===== src/rtl/amf_pkg.sv =====
`default_nettype none
package amf_pkg;

  typedef struct packed {
    logic       op;
    logic [7:0] row;
    logic [7:0] col;
    logic [7:0] pixel_value;
  } item_t;

  typedef struct packed {
    logic [7:0] filtered_value;
    logic       replaced;
    logic       bad_address;
  } result_t;

  // window bounds and target rank for one selection run
  typedef struct packed {
    logic       start;
    logic [7:0] r0;
    logic [7:0] r1;
    logic [7:0] c0;
    logic [7:0] c1;
    logic [5:0] rank;
  } sel_cmd_t;

  typedef struct packed {
    logic       done;
    logic [7:0] med;
    logic [7:0] mn;
    logic [7:0] mx;
    logic [7:0] rd_row;
    logic [7:0] rd_col;
  } sel_res_t;

  localparam logic       OP_WRITE  = 1'b0;
  localparam logic       OP_FILTER = 1'b1;
  localparam logic       MODE_BASIC = 1'b0;

  localparam logic [1:0] REG_MODE   = 2'd0;
  localparam logic [1:0] REG_WINDOW = 2'd1;
  localparam logic [1:0] REG_ROWS   = 2'd2;
  localparam logic [1:0] REG_COLS   = 2'd3;

endpackage
`default_nettype wire


===== src/rtl/amf_select.sv =====
`default_nettype none
// rank select: one pass over the window per bit, most significant first
module amf_select (
  input  wire logic              clk,
  input  wire logic              rst,
  input  wire amf_pkg::sel_cmd_t cmd,
  input  wire logic [7:0]        rdata,
  output amf_pkg::sel_res_t      res
);

  typedef enum logic [3:0] {
    S_IDLE   = 4'b0001,
    S_SCAN   = 4'b0010,
    S_DRAIN  = 4'b0100,
    S_DECIDE = 4'b1000
  } sel_state_t;

  sel_state_t state;
  logic [7:0] r0, r1, c0, c1, i, j;
  logic [5:0] rank, cnt;
  logic [2:0] bitpos;
  logic [7:0] pref, mn, mx;
  logic       rvld, done;
  logic [7:0] hi_mask;
  logic       hit;

  assign hi_mask = ~((8'd2 << bitpos) - 8'd1);
  assign hit     = (((rdata ^ pref) & hi_mask) == 8'd0) && !rdata[bitpos];

  always_ff @(posedge clk) begin
    if (rst) begin
      state <= S_IDLE;
      rvld  <= 1'b0;
      done  <= 1'b0;
    end else begin
      done <= 1'b0;
      rvld <= 1'b0;
      unique case (state)
        S_IDLE: begin
          if (cmd.start) begin
            r0     <= cmd.r0;
            r1     <= cmd.r1;
            c0     <= cmd.c0;
            c1     <= cmd.c1;
            i      <= cmd.r0;
            j      <= cmd.c0;
            rank   <= cmd.rank;
            cnt    <= '0;
            bitpos <= 3'd7;
            pref   <= '0;
            mn     <= 8'hFF;
            mx     <= 8'h00;
            state  <= S_SCAN;
          end
        end
        S_SCAN: begin
          rvld <= 1'b1;
          if (j == c1) begin
            j <= c0;
            if (i == r1) begin
              state <= S_DRAIN;
            end else begin
              i <= i + 8'd1;
            end
          end else begin
            j <= j + 8'd1;
          end
        end
        S_DRAIN: begin
          state <= S_DECIDE;
        end
        S_DECIDE: begin
          if (rank < cnt) begin
            pref[bitpos] <= 1'b0;
          end else begin
            pref[bitpos] <= 1'b1;
            rank         <= rank - cnt;
          end
          cnt <= '0;
          i   <= r0;
          j   <= c0;
          if (bitpos == 3'd0) begin
            done  <= 1'b1;
            state <= S_IDLE;
          end else begin
            bitpos <= bitpos - 3'd1;
            state  <= S_SCAN;
          end
        end
        default: state <= S_IDLE;
      endcase
      if (rvld) begin
        if (hit) begin
          cnt <= cnt + 6'd1;
        end
        if (bitpos == 3'd7) begin
          if (rdata < mn) mn <= rdata;
          if (rdata > mx) mx <= rdata;
        end
      end
    end
  end

  assign res.done   = done;
  assign res.med    = pref;
  assign res.mn     = mn;
  assign res.mx     = mx;
  assign res.rd_row = i;
  assign res.rd_col = j;

endmodule
`default_nettype wire

===== config.mk =====
export PLATFORM = sky130hd
export DESIGN_NAME = amf_select
export DESIGN_NICKNAME = d
export VERILOG_FILES = /design/src/rtl/amf_pkg.sv /design/src/rtl/amf_select.sv
export SDC_FILE = /design/constraint.sdc
export NUM_CORES = 1
export LEC_CHECK = 0
export ABC_AREA = 1
export BUFFER_PORTS_ARGS = -buffer_cell sky130_fd_sc_hd__clkbuf_2
export CORE_ASPECT_RATIO = 1.1
export CORE_MARGIN = 2
export CORE_UTILIZATION = 40
export CTS_CLUSTER_SIZE = 30
export DETAILED_ROUTE_END_ITERATION = 10
export GPL_ROUTABILITY_DRIVEN = 0
export HOLD_SLACK_MARGIN = 0.1
export SYNTH_ARGS = -nofsm -noshare
export SYNTH_HDL_FRONTEND = slang
export SYNTH_SLANG_ARGS = --single-unit

===== constraint.sdc =====
create_clock -name clk -period 4 [get_ports clk]
set_clock_uncertainty 0.2 [all_clocks]
set_input_delay 0.8 -clock clk [delete_from_list [all_inputs] [get_ports clk]]
set_output_delay 0.8 -clock clk [all_outputs]
set_load 0.02 [all_outputs]

==> metrics.txt, run 1 <==
outcome finished, final reports clean; leading cell type in the layout, fill and taps excluded nand2_1; CP max stage cell edfxtp_1; DRC errors left 0; Crit Path Category flip-flop to flip-flop; syn_area_per_cell 8.62 sq um; post-synth top area share between 40 and 50%; Ys Warns 0; placed inst area 6230 sq um; sequential share of the synthesized area 48.8%; placed cell count 917; Worst-Margin Slew a little over 0.7 ns; maximum clock path buffer count 2; GRT Resource Usage Total 18.0%; clock share of power 33.6%; fin cells 933; setup TNS 0 ns; WL/cell between 10 and 15 um; most frequent cells in the layout nand2_1 (198), clkbuf_2 (89), edfxtp_1 (87); Final period util a little under three quarters; fraction of layout cells with a size suffix above 1 18.1%; DR iter-0 viols 200; CTS buffer count 9; kind of start point of the critical path flip-flop; Max Cap Violations 0; Final Max Slew Viols 0; Tmin final 2.87 ns; CP peak stage delay about 0.53 ns; largest net degree at the start of global routing 33; Setup Viol. Count Final 0; crit path DAT 2.78 ns; DP Wirelength about 9.7 mm; synth-to-layout area growth 16.8%; core footprint 13700 sq um; die height 128 um; initial antenna violation count 0; GRT overflow 0; Worst Hold Class flip-flop to flip-flop; Cell Int Power about 1.8 mW; die area approximately 15000 sq um; Post-Route WL around 13 mm; CP max FO 10; sequential share of power 47.3%; Nets between 800 and 900; clock root cell clkbuf_16; Slew headroom 52.6%; Boundary Pins 90; Peak VDD IR 0.000264 V; top_reg_cell synth edfxtp_1; TritonCTS clock tree built; critical-path cell list inv_1 > ha_1 > inv_1 > nor2_4 > inv_2 > ha_1 > nand3b_1 > nand3_1 > nand3_1 > nor2_4 > nand3_4 > nand2_1 > nand2_1; Synth area leaders edfxtp_1 (47%), nand2_1 (13%), ha_1 (6.7%), inv_1 (5.8%), nand3_1 (3.9%); # rows 45; RSZ-0062 raised after global routing no; global-route wire length before repair 21.0 mm; Setup Buffers After CTS 0; Finished Cell Area 6540 sq um; synthesized net count between 700 and 800; Worst-path clk slew about 0.07 ns; Synth cell types 36; vias post-DR 4612; static leakage slightly above 3 nW; Yosys top cell by area edfxtp_1; number of global-route vias before repair roughly 4500; # hold bufs at CTS 0; DR vias/cell 4.94; Post-Syn Area roughly 5600 sq um; antenna cells 0; sw power 0.792 mW; Routed Antenna Nets 0; clock sinks 93; starting density of the core roughly 40%; Die X 117 um; Post-Synthesis Cells between 600 and 700; Post-synth EDFFs 87; CTS resizes 0; # H-tree levels 3; worst skew pair latency between 0.3 and 0.4 ns; number of port buffers 89; Initial DRT Pass Iterations 4; Comb pwr share 19.1%; crit end category flip-flop; PD cells ~400 nW/um^2; FFs w/ async S/R, synth 0%; synthesized flop and latch total 93; Final Hold Fails 0; sw frac around 30%; Fmax achieved between 300 and 400 MHz; WP data required 3.91 ns
[flip-flops by register name, indices dropped and copies added (netlist names), 3 cells and up]
register	flops
i	8
r1	8
mx	8
state	4
pref	8
r0	8
bitpos	3
rank	6
j	8
c0	8
cnt	6
c1	8
mn	8
[cells in the mapped netlist (all sizes together), types with 2 or more instances]
master,n
nand2,202
inv,88
edfxtp,87
nor2,50
nand3,47
o21ai,37
ha,30
a21oi,19
nand4,16
xor2,13
buf,10
o211ai,10
xnor2,9
dfxtp,6
nor3,5
a31oi,4
or2,4
clkbuf,3
a21o,2
nand3b,2
o21bai,2
[cell families after synthesis]
logic type	share of synthesized area [%]
AO/OA/AOI/OAI	8.09
XOR/XNOR	3.44
adder cells (fa/ha/maj)	7.06
buffers and inverters	7.31
flip-flops	48.8
AND/OR/NAND/NOR	25.3
[stage by stage]
step | setup WS, ns | util [%] | hold WS (ns) | power [mW]
after floorplan | 0.890 | - | 0.271 | 1.60
after global placement | 1.16 | 45.4 | 0.304 | 1.76
after detailed placement | 1.11 | 45.4 | 0.324 | 1.77
after CTS | 1.13 | 47.6 | 0.334 | 2.66
after global routing | 0.864 | 47.6 | 0.341 | 2.77
final | 1.13 | 47.6 | 0.326 | 2.64
[final timing paths]
path                    to      start  cells after the start  slack (ns)
setup reg to reg    cnt[2]  bitpos[0]                     13        1.13
hold reg to reg   state[2]   state[2]                      2        0.33
hold / removal    state[2]   state[2]                      2        0.33
setup / recovery    cnt[2]  bitpos[0]                     13        1.13
[routing by layer]
metal / track usage, % / routed length [um]
met1: 22.6 / 5570
met2: 30.2 / 6230
met3: 3.07 / 642
met4: 8.44 / 327
met5: 0 / 0
[power groups by stage]
stage	registers, mW	clock network, mW	logic (mW)
after floorplan	1.30	0	0.301
final	1.25	0.887	0.503
after global routing	1.26	0.942	0.572
after CTS	1.25	0.905	0.508
after detailed placement	1.27	0	0.505
after global placement	1.27	0	0.494
[worst max-delay path: cells and delay by family (launching register included)]
kind | cells | cell delay [ns]
adder cells (fa/ha/maj) | 2 | 0.47
buffers and inverters | 3 | 0.41
flip-flops | 1 | 0.53
AND/OR/NAND/NOR | 8 | 1.00
[cell type report]
cell class              instances  area [sq um]
multi-input cells             455          2460
well taps                     188           235
clock buffers                   9           225
fillers                      1357          7200
clock inverters                 7          78.8
flip-flops and latches         93          2730
inverters                      88           330
repair buffers                 93           475
No activity file was read; power rests on OpenSTA's default activity.
==> run 2: changes to the inputs <==
==> constraint.sdc (replaced) <==
create_clock -name clk -period 2.6 [get_ports clk]
set_clock_uncertainty 0.2 [all_clocks]
set_input_delay 0.52 -clock clk [delete_from_list [all_inputs] [get_ports clk]]
set_output_delay 0.52 -clock clk [all_outputs]
set_load 0.02 [all_outputs]
==> run 2 against run 1 <==
Compared with the run above: first-iteration DRC count grew 48%; utilization grew 1.2 points; cell count grew 1.9%; register-to-register slack lost 1.0 ns; sequential share of layout area shrank 1.1 points; largest power group unchanged; highest routed layer unchanged.
==> metrics.txt, run 2 (same netlist as run 1, synthesis figures left out) <==
Die X 117 um (unchanged); largest net degree at the start of global routing 33 (unchanged); Initial DRT Pass Iterations 4 (unchanged); DP Wirelength 9.83 mm (+1.7%); number of buffers and inverters on the critical path 2 (-1); die area 15000 sq um (unchanged); Slew headroom 63.3% (+11 points); R2R depth 7 (-6); CP max FO 6 (-4); leading cell type in the layout, fill and taps excluded nand2_1; antenna cells 0 (unchanged); placed inst area 6350 sq um (+2.0%); vias post-DR 4726 (+2.5%); Worst-Margin Slew 0.550 ns (-0.160 ns); most frequent cells in the layout nand2_1 (198), clkbuf_2 (89), edfxtp_1 (87); # rows 45 (unchanged); starting density of the core 40.7% (unchanged); WP data required 2.43 ns (-1.48 ns); Worst-path clk slew 0.07 ns (about the same); initial antenna violation count 0 (unchanged); outcome finished, final reports clean; number of port buffers 89 (unchanged); most used cell, CP inv_1; Peak VDD IR 0.000494 V (+87%); synth-to-layout area growth 19.8%; DR vias/cell 4.97 (+0.53%); Setup Viol. Count Final 0 (unchanged); Worst Hold Class input port to flip-flop; crit path from cnt[0]; Post-Route Utilization 48.8% (+1.2 points); Final Max Slew Viols 0 (unchanged); fin cells 951 (+1.9%); kind of start point of the critical path flip-flop; CP max stage cell edfxtp_1; # H-tree levels 3 (unchanged); CP delay by family, top adder cells; CP peak stage delay 0.46 ns (-0.07 ns); crit path DAT 2.32 ns (-0.46 ns); # hold bufs at CTS 0 (unchanged); placed cell count 930 (+1.4%); critical-path cell list ha_1 > fa_1 > inv_1 > nand4_1 > nand3_1 > o21ai_0 > inv_1; fraction of layout cells with a size suffix above 1 20.3% (+2.2 points); CP Capture Point rank[1]; GRT overflow 0 (unchanged); Post-Route WL 13.2 mm (+3.3%); Fmax achieved 401 MHz (+15%); Final Hold Fails 0 (unchanged); Finished Cell Area 6710 sq um (+2.6%); Boundary Pins 90 (unchanged); worst r2r src cnt[0]; maximum clock path buffer count 2 (unchanged); number of global-route vias before repair 4583 (+1.8%); WL/cell 13.9 um (+1.3%); static leakage 3.17 nW (+2.7%); PD cells 610 nW/um^2 (+51%); clock sinks 93 (unchanged); Nets 838 (+2.2%); DR iter-0 viols 296 (+48%); DRC errors left 0 (unchanged); worst skew pair latency 0.35 ns (about the same); CTS buffer count 9 (unchanged); R2R Path End rank[1]; worst hold margin 0.142 ns (-0.184 ns); die height 128 um (unchanged); clock root cell clkbuf_16; Routed Antenna Nets 0 (unchanged); Crit Path Category flip-flop to flip-flop; reg-to-reg setup timing slack 0.11 ns (-1.02 ns); Tot Pwr 4.09 mW (+55%); TritonCTS clock tree built; crit end category flip-flop; Tmin final 2.49 ns (-0.378 ns); Crit. path cell count 7 (-6); core footprint 13700 sq um (unchanged); GRT Resource Usage Total 18.3% (+0.22 points); global-route wire length before repair 21.3 mm (+1.2%); Final period util 95.8% (+24 points); Max Cap Violations 0 (unchanged)
run 2: worst min-delay path by stage:
stage          startpoint  endpoint  slack (ns)  cells past startpoint
2_1_floorplan    state[2]  state[2]        0.27                      2
3_3_place_gp     state[2]  state[2]        0.30                      2
3_5_place_dp     state[2]  state[2]        0.30                      2
4_1_cts           cmd[23]     r1[1]        0.13                      1
5_1_grt           cmd[23]     r1[1]        0.13                      1
6_report          cmd[23]     r1[1]        0.14                      1
run 2: repair_timing:
| action | CTS | global route |
|---|---|---|
| setup endpoints to repair | 0 | 6 |
| resized for setup | 0 | 2 |
| buffers inserted | 0 | 5 |
| hold endpoints to repair | 0 | 0 |
run 2: routing by layer:
metal	share of wire, %	GRT usage [%]
met5	0	0
met4	3.2	8.24
met3	5.4	3.17
met2	49	31.1
met1	43	22.5
run 2: where the power goes:
| group | leakage [nW] | switching, mW | internal [mW] |
|---|---|---|---|
| Combinational | 2.16 | 0.511 | 0.297 |
| Sequential | 0.855 | 0.107 | 1.81 |
| Clock | 0.149 | 0.592 | 0.779 |
run 2: layout make-up:
| type | count | area [sq um] |
|---|---|---|
| inverters | 88 | 330 |
| multi-input cells | 455 | 2460 |
| clock buffers | 10 | 239 |
| fillers | 1344 | 7030 |
| repair buffers | 111 | 636 |
| clock inverters | 6 | 72.6 |
| flip-flops and latches | 93 | 2730 |
| well taps | 188 | 235 |
run 2: worst reg2reg max path: cells and delay by family, from the launching register on:
kind / cells / cell delay (ns)
simple gates: 2 / 0.42
fa+ha+maj: 2 / 0.67
buf+inv: 2 / 0.32
compound gates: 1 / 0.11
flops: 1 / 0.46
run 2: stage by stage:
| stage | setup TNS, ns | setup slack, ns |
|---|---|---|
| floorplan | 0 | 0.0920 |
| global placement | 0 | 0.186 |
| detailed placement | 0 | 0.106 |
| CTS | 0 | 0.125 |
| global route | -0.0449 | -0.0213 |
| finish | 0 | 0.108 |
==> run 3: changes to the inputs <==
--- a/config.mk
+++ b/config.mk
@@ -5,14 +5,11 @@
 export SDC_FILE = /design/constraint.sdc
 export NUM_CORES = 1
 export LEC_CHECK = 0
-export ABC_AREA = 1
 export BUFFER_PORTS_ARGS = -buffer_cell sky130_fd_sc_hd__clkbuf_2
-export CORE_ASPECT_RATIO = 1.1
 export CORE_MARGIN = 2
 export CORE_UTILIZATION = 40
 export CTS_CLUSTER_SIZE = 30
 export DETAILED_ROUTE_END_ITERATION = 10
-export GPL_ROUTABILITY_DRIVEN = 0
 export HOLD_SLACK_MARGIN = 0.1
 export SYNTH_ARGS = -nofsm -noshare
 export SYNTH_HDL_FRONTEND = slang
==> run 3 against run 2 <==
Compared with the run above: synthesized area down 5.6%; sequential power down 5%; die area down 5.4%; clock-buffer cell count unchanged; cell area down 2.1%; combinational power down 28%; utilization up 2.6 points.
==> metrics.txt, run 3 <==
clock sinks 93 (unchanged); # H-tree levels 3 (unchanged); maximum clock path buffer count 2 (unchanged); Post-Route Utilization 51.4% (+2.6 points); Post-Route WL 12.1 mm (-8.4%); static leakage 2.70 nW (-15%); worst hold margin 0.139 ns (-0.00328 ns); Boundary Pins 90 (unchanged); GRT overflow 0 (unchanged); Tot Pwr 3.62 mW (-11%); Crit Path Category flip-flop to flip-flop; WP data required 2.62 ns (+0.19 ns); top-count cell post-synth edfxtp_1; reg-to-reg setup timing slack 0.04 ns (-0.07 ns); CP max stage cell edfxtp_1; Die X 119 um (+1.8%); fraction of layout cells with a size suffix above 1 31.5% (+11 points); FFs w/ async S/R, synth 0% (unchanged); Worst-Margin Slew 0.604 ns (+0.0533 ns); core footprint 12800 sq um (-7.0%); R2R Path End cnt[2]; clock root cell clkbuf_16; Final Hold Fails 0 (unchanged); vias post-DR 3948 (-16%); Final Max Slew Viols 0 (unchanged); Routed Antenna Nets 0 (unchanged); synthesized flop and latch total 93 (unchanged); setup TNS 0 ns (unchanged); Yosys top cell by area edfxtp_1; starting density of the core 41.4% (+0.63 points); sequential share of the synthesized area 51.7% (+2.9 points); Fmax achieved 390 MHz (-2.8%); Ys Warns 0 (unchanged); Fillers 1160 (-14%); die height 119 um (-7.1%); most frequent cells in the layout clkbuf_2 (89), edfxtp_1 (87), buf_4 (44); worst r2r src bitpos[0]; worst skew pair latency 0.36 ns (about the same); Post-Synthesis Cells 459 (-29%); hold path depth 1 (unchanged); critical-path cell list buf_4 > ha_1 > nor4b_2 > a21oi_1 > a32oi_1 > nand3_2 > buf_4 > a211o_1 > o21ai_2; Tmin final 2.56 ns (+0.0709 ns); R2R depth 9 (+2); WHS Endpoint r1[1]; Worst-path clk slew 0.07 ns (about the same); # rows 41 (-8.9%); kind of start point of the critical path flip-flop; Setup Viol. Count Final 0 (unchanged); Peak VDD IR 0.000544 V (+10%); GRT Resource Usage Total 17.3% (-0.98 points); Nets 668 (-20%); hold_sp cmd[23]; CP peak stage delay 0.48 ns (+0.02 ns); most used cell, CP buf_4; leading cell type in the layout, fill and taps excluded clkbuf_2; initial antenna violation count 0 (unchanged); Max Cap Violations 0 (unchanged); Post-Syn Area 5280 sq um (-5.6%); global-route wire length before repair 19.3 mm (-9.3%); DP Wirelength 8.98 mm (-8.7%); Synth area leaders edfxtp_1 (49%), ha_1 (7.1%), xor2_1 (5.0%), nand2_1 (2.8%), mux2_2 (2.6%); RSZ-0062 raised after global routing yes; DRC errors left 0 (unchanged); synth-to-layout area growth 24.3%; DR vias/cell 5.16 (+3.8%); Slew headroom 59.4% (-3.9 points); outcome finished, final reports clean; fin cells 765 (-20%); CP max FO 10 (+4); CTS buffer count 9 (unchanged); number of port buffers 89 (unchanged); area taken by multi-input logic gates 2410 sq um (-1.9%); largest net degree at the start of global routing 33 (unchanged); crit end category flip-flop; placed cell count 746 (-20%); top_reg_cell synth edfxtp_1; Final period util 98.6% (+2.7 points); Synth cell types 56 (+56%); Synth top cells by count edfxtp_1 (87), nand2_1 (40), ha_1 (30), xor2_1 (30), inv_1 (29); TritonCTS clock tree built; PD cells 552 nW/um^2 (-9.6%); FF/Latch Area 2730 sq um (unchanged); Initial DRT Pass Iterations 4 (unchanged); die area 14100 sq um (-5.4%); crit path DAT 2.58 ns (+0.26 ns); number of global-route vias before repair 4005 (-13%); routability cong. 0.847; Worst Hold Class input port to flip-flop; WL/cell 15.8 um (+14%); antenna cells 0 (unchanged); syn_area_per_cell 11.5 sq um (+33%); DR iter-0 viols 198 (-33%); synthesized net count 539 (-26%); Post-synth EDFFs 87 (unchanged); post-synth top area share 49.4% (+2.8 points)
-- run 3: cell types whose count changed after synthesis, moves of 12 or more --
| cell | delta |
|---|---|
| nand2_1 | -158 |
| inv_1 | -57 |
| nand3_1 | -30 |
| nor2_1 | -25 |
| xor2_1 | +17 |
| mux2_2 | +12 |
-- run 3: timing repair --
item,4_1_cts,5_1_grt
pin swaps,0,1
gates cloned,0,0
buffers inserted,0,3
gates resized for setup,1,4
endpoints found under the setup margin,6,14
hold buffers,0,0
-- run 3: area by class of cell --
type                    count  area share [%]
clock inverters             6           0.572
multi-input cells         319            36.7
inverters                  30            1.89
clock buffers              10            3.49
repair buffers            135            12.4
well taps                 172            3.28
flip-flops and latches     93            41.6
-- run 3: per-layer routing --
metal	GRT usage [%]	wire length, um	share of wire (%)	up-vias
met5	0	0	0	-
li1	-	-	-	1971
met1	21.6	5440	45	1865
met4	6.85	184	1.5	0
met3	3.45	519	4.3	12
met2	29.3	5940	49	100
-- run 3: per-stage QoR --
step	area [sq um]	setup slack (ns)
finish	6570	0.0376
detailed placement	6260	-0.0601
global route	6570	-0.0926
CTS	6530	0.000986
global placement	6260	0.00254
floorplan	5360	0.00384
-- run 3: worst max-delay path, delay by kind of cell (launching register included) --
kind / cells / cell delay (ns)
simple gates: 2 / 0.55
compound gates: 4 / 0.55
flops: 1 / 0.48
buf+inv: 2 / 0.41
fa+ha+maj: 1 / 0.24
-- run 3: where the power goes --
| part | total (mW) | internal, mW | switching, mW | leakage (nW) |
|---|---|---|---|---|
| logic | 0.582 | 0.251 | 0.331 | 1.72 |
| registers | 1.82 | 1.75 | 0.0667 | 0.855 |
| clock network | 1.22 | 0.647 | 0.577 | 0.128 |
-- run 3: cells by family after synthesis --
logic type | after synthesis | synth area share, %
compound gates | 101 | 13.2
fa+ha+maj | 31 | 7.48
buf+inv | 47 | 4.00
xor+xnor | 42 | 6.96
mux | 21 | 4.26
flops | 93 | 51.7
simple gates | 124 | 12.4
-- run 3: how the worst max path moves through the flow --
stage,start,to,depth (start not counted)
floorplan,bitpos[0],cnt[0],11
global placement,rdata[1],mx[2],8
detailed placement,bitpos[0],cnt[1],9
CTS,bitpos[0],cnt[0],8
global route,bitpos[0],cnt[0],8
finish,bitpos[0],cnt[2],9
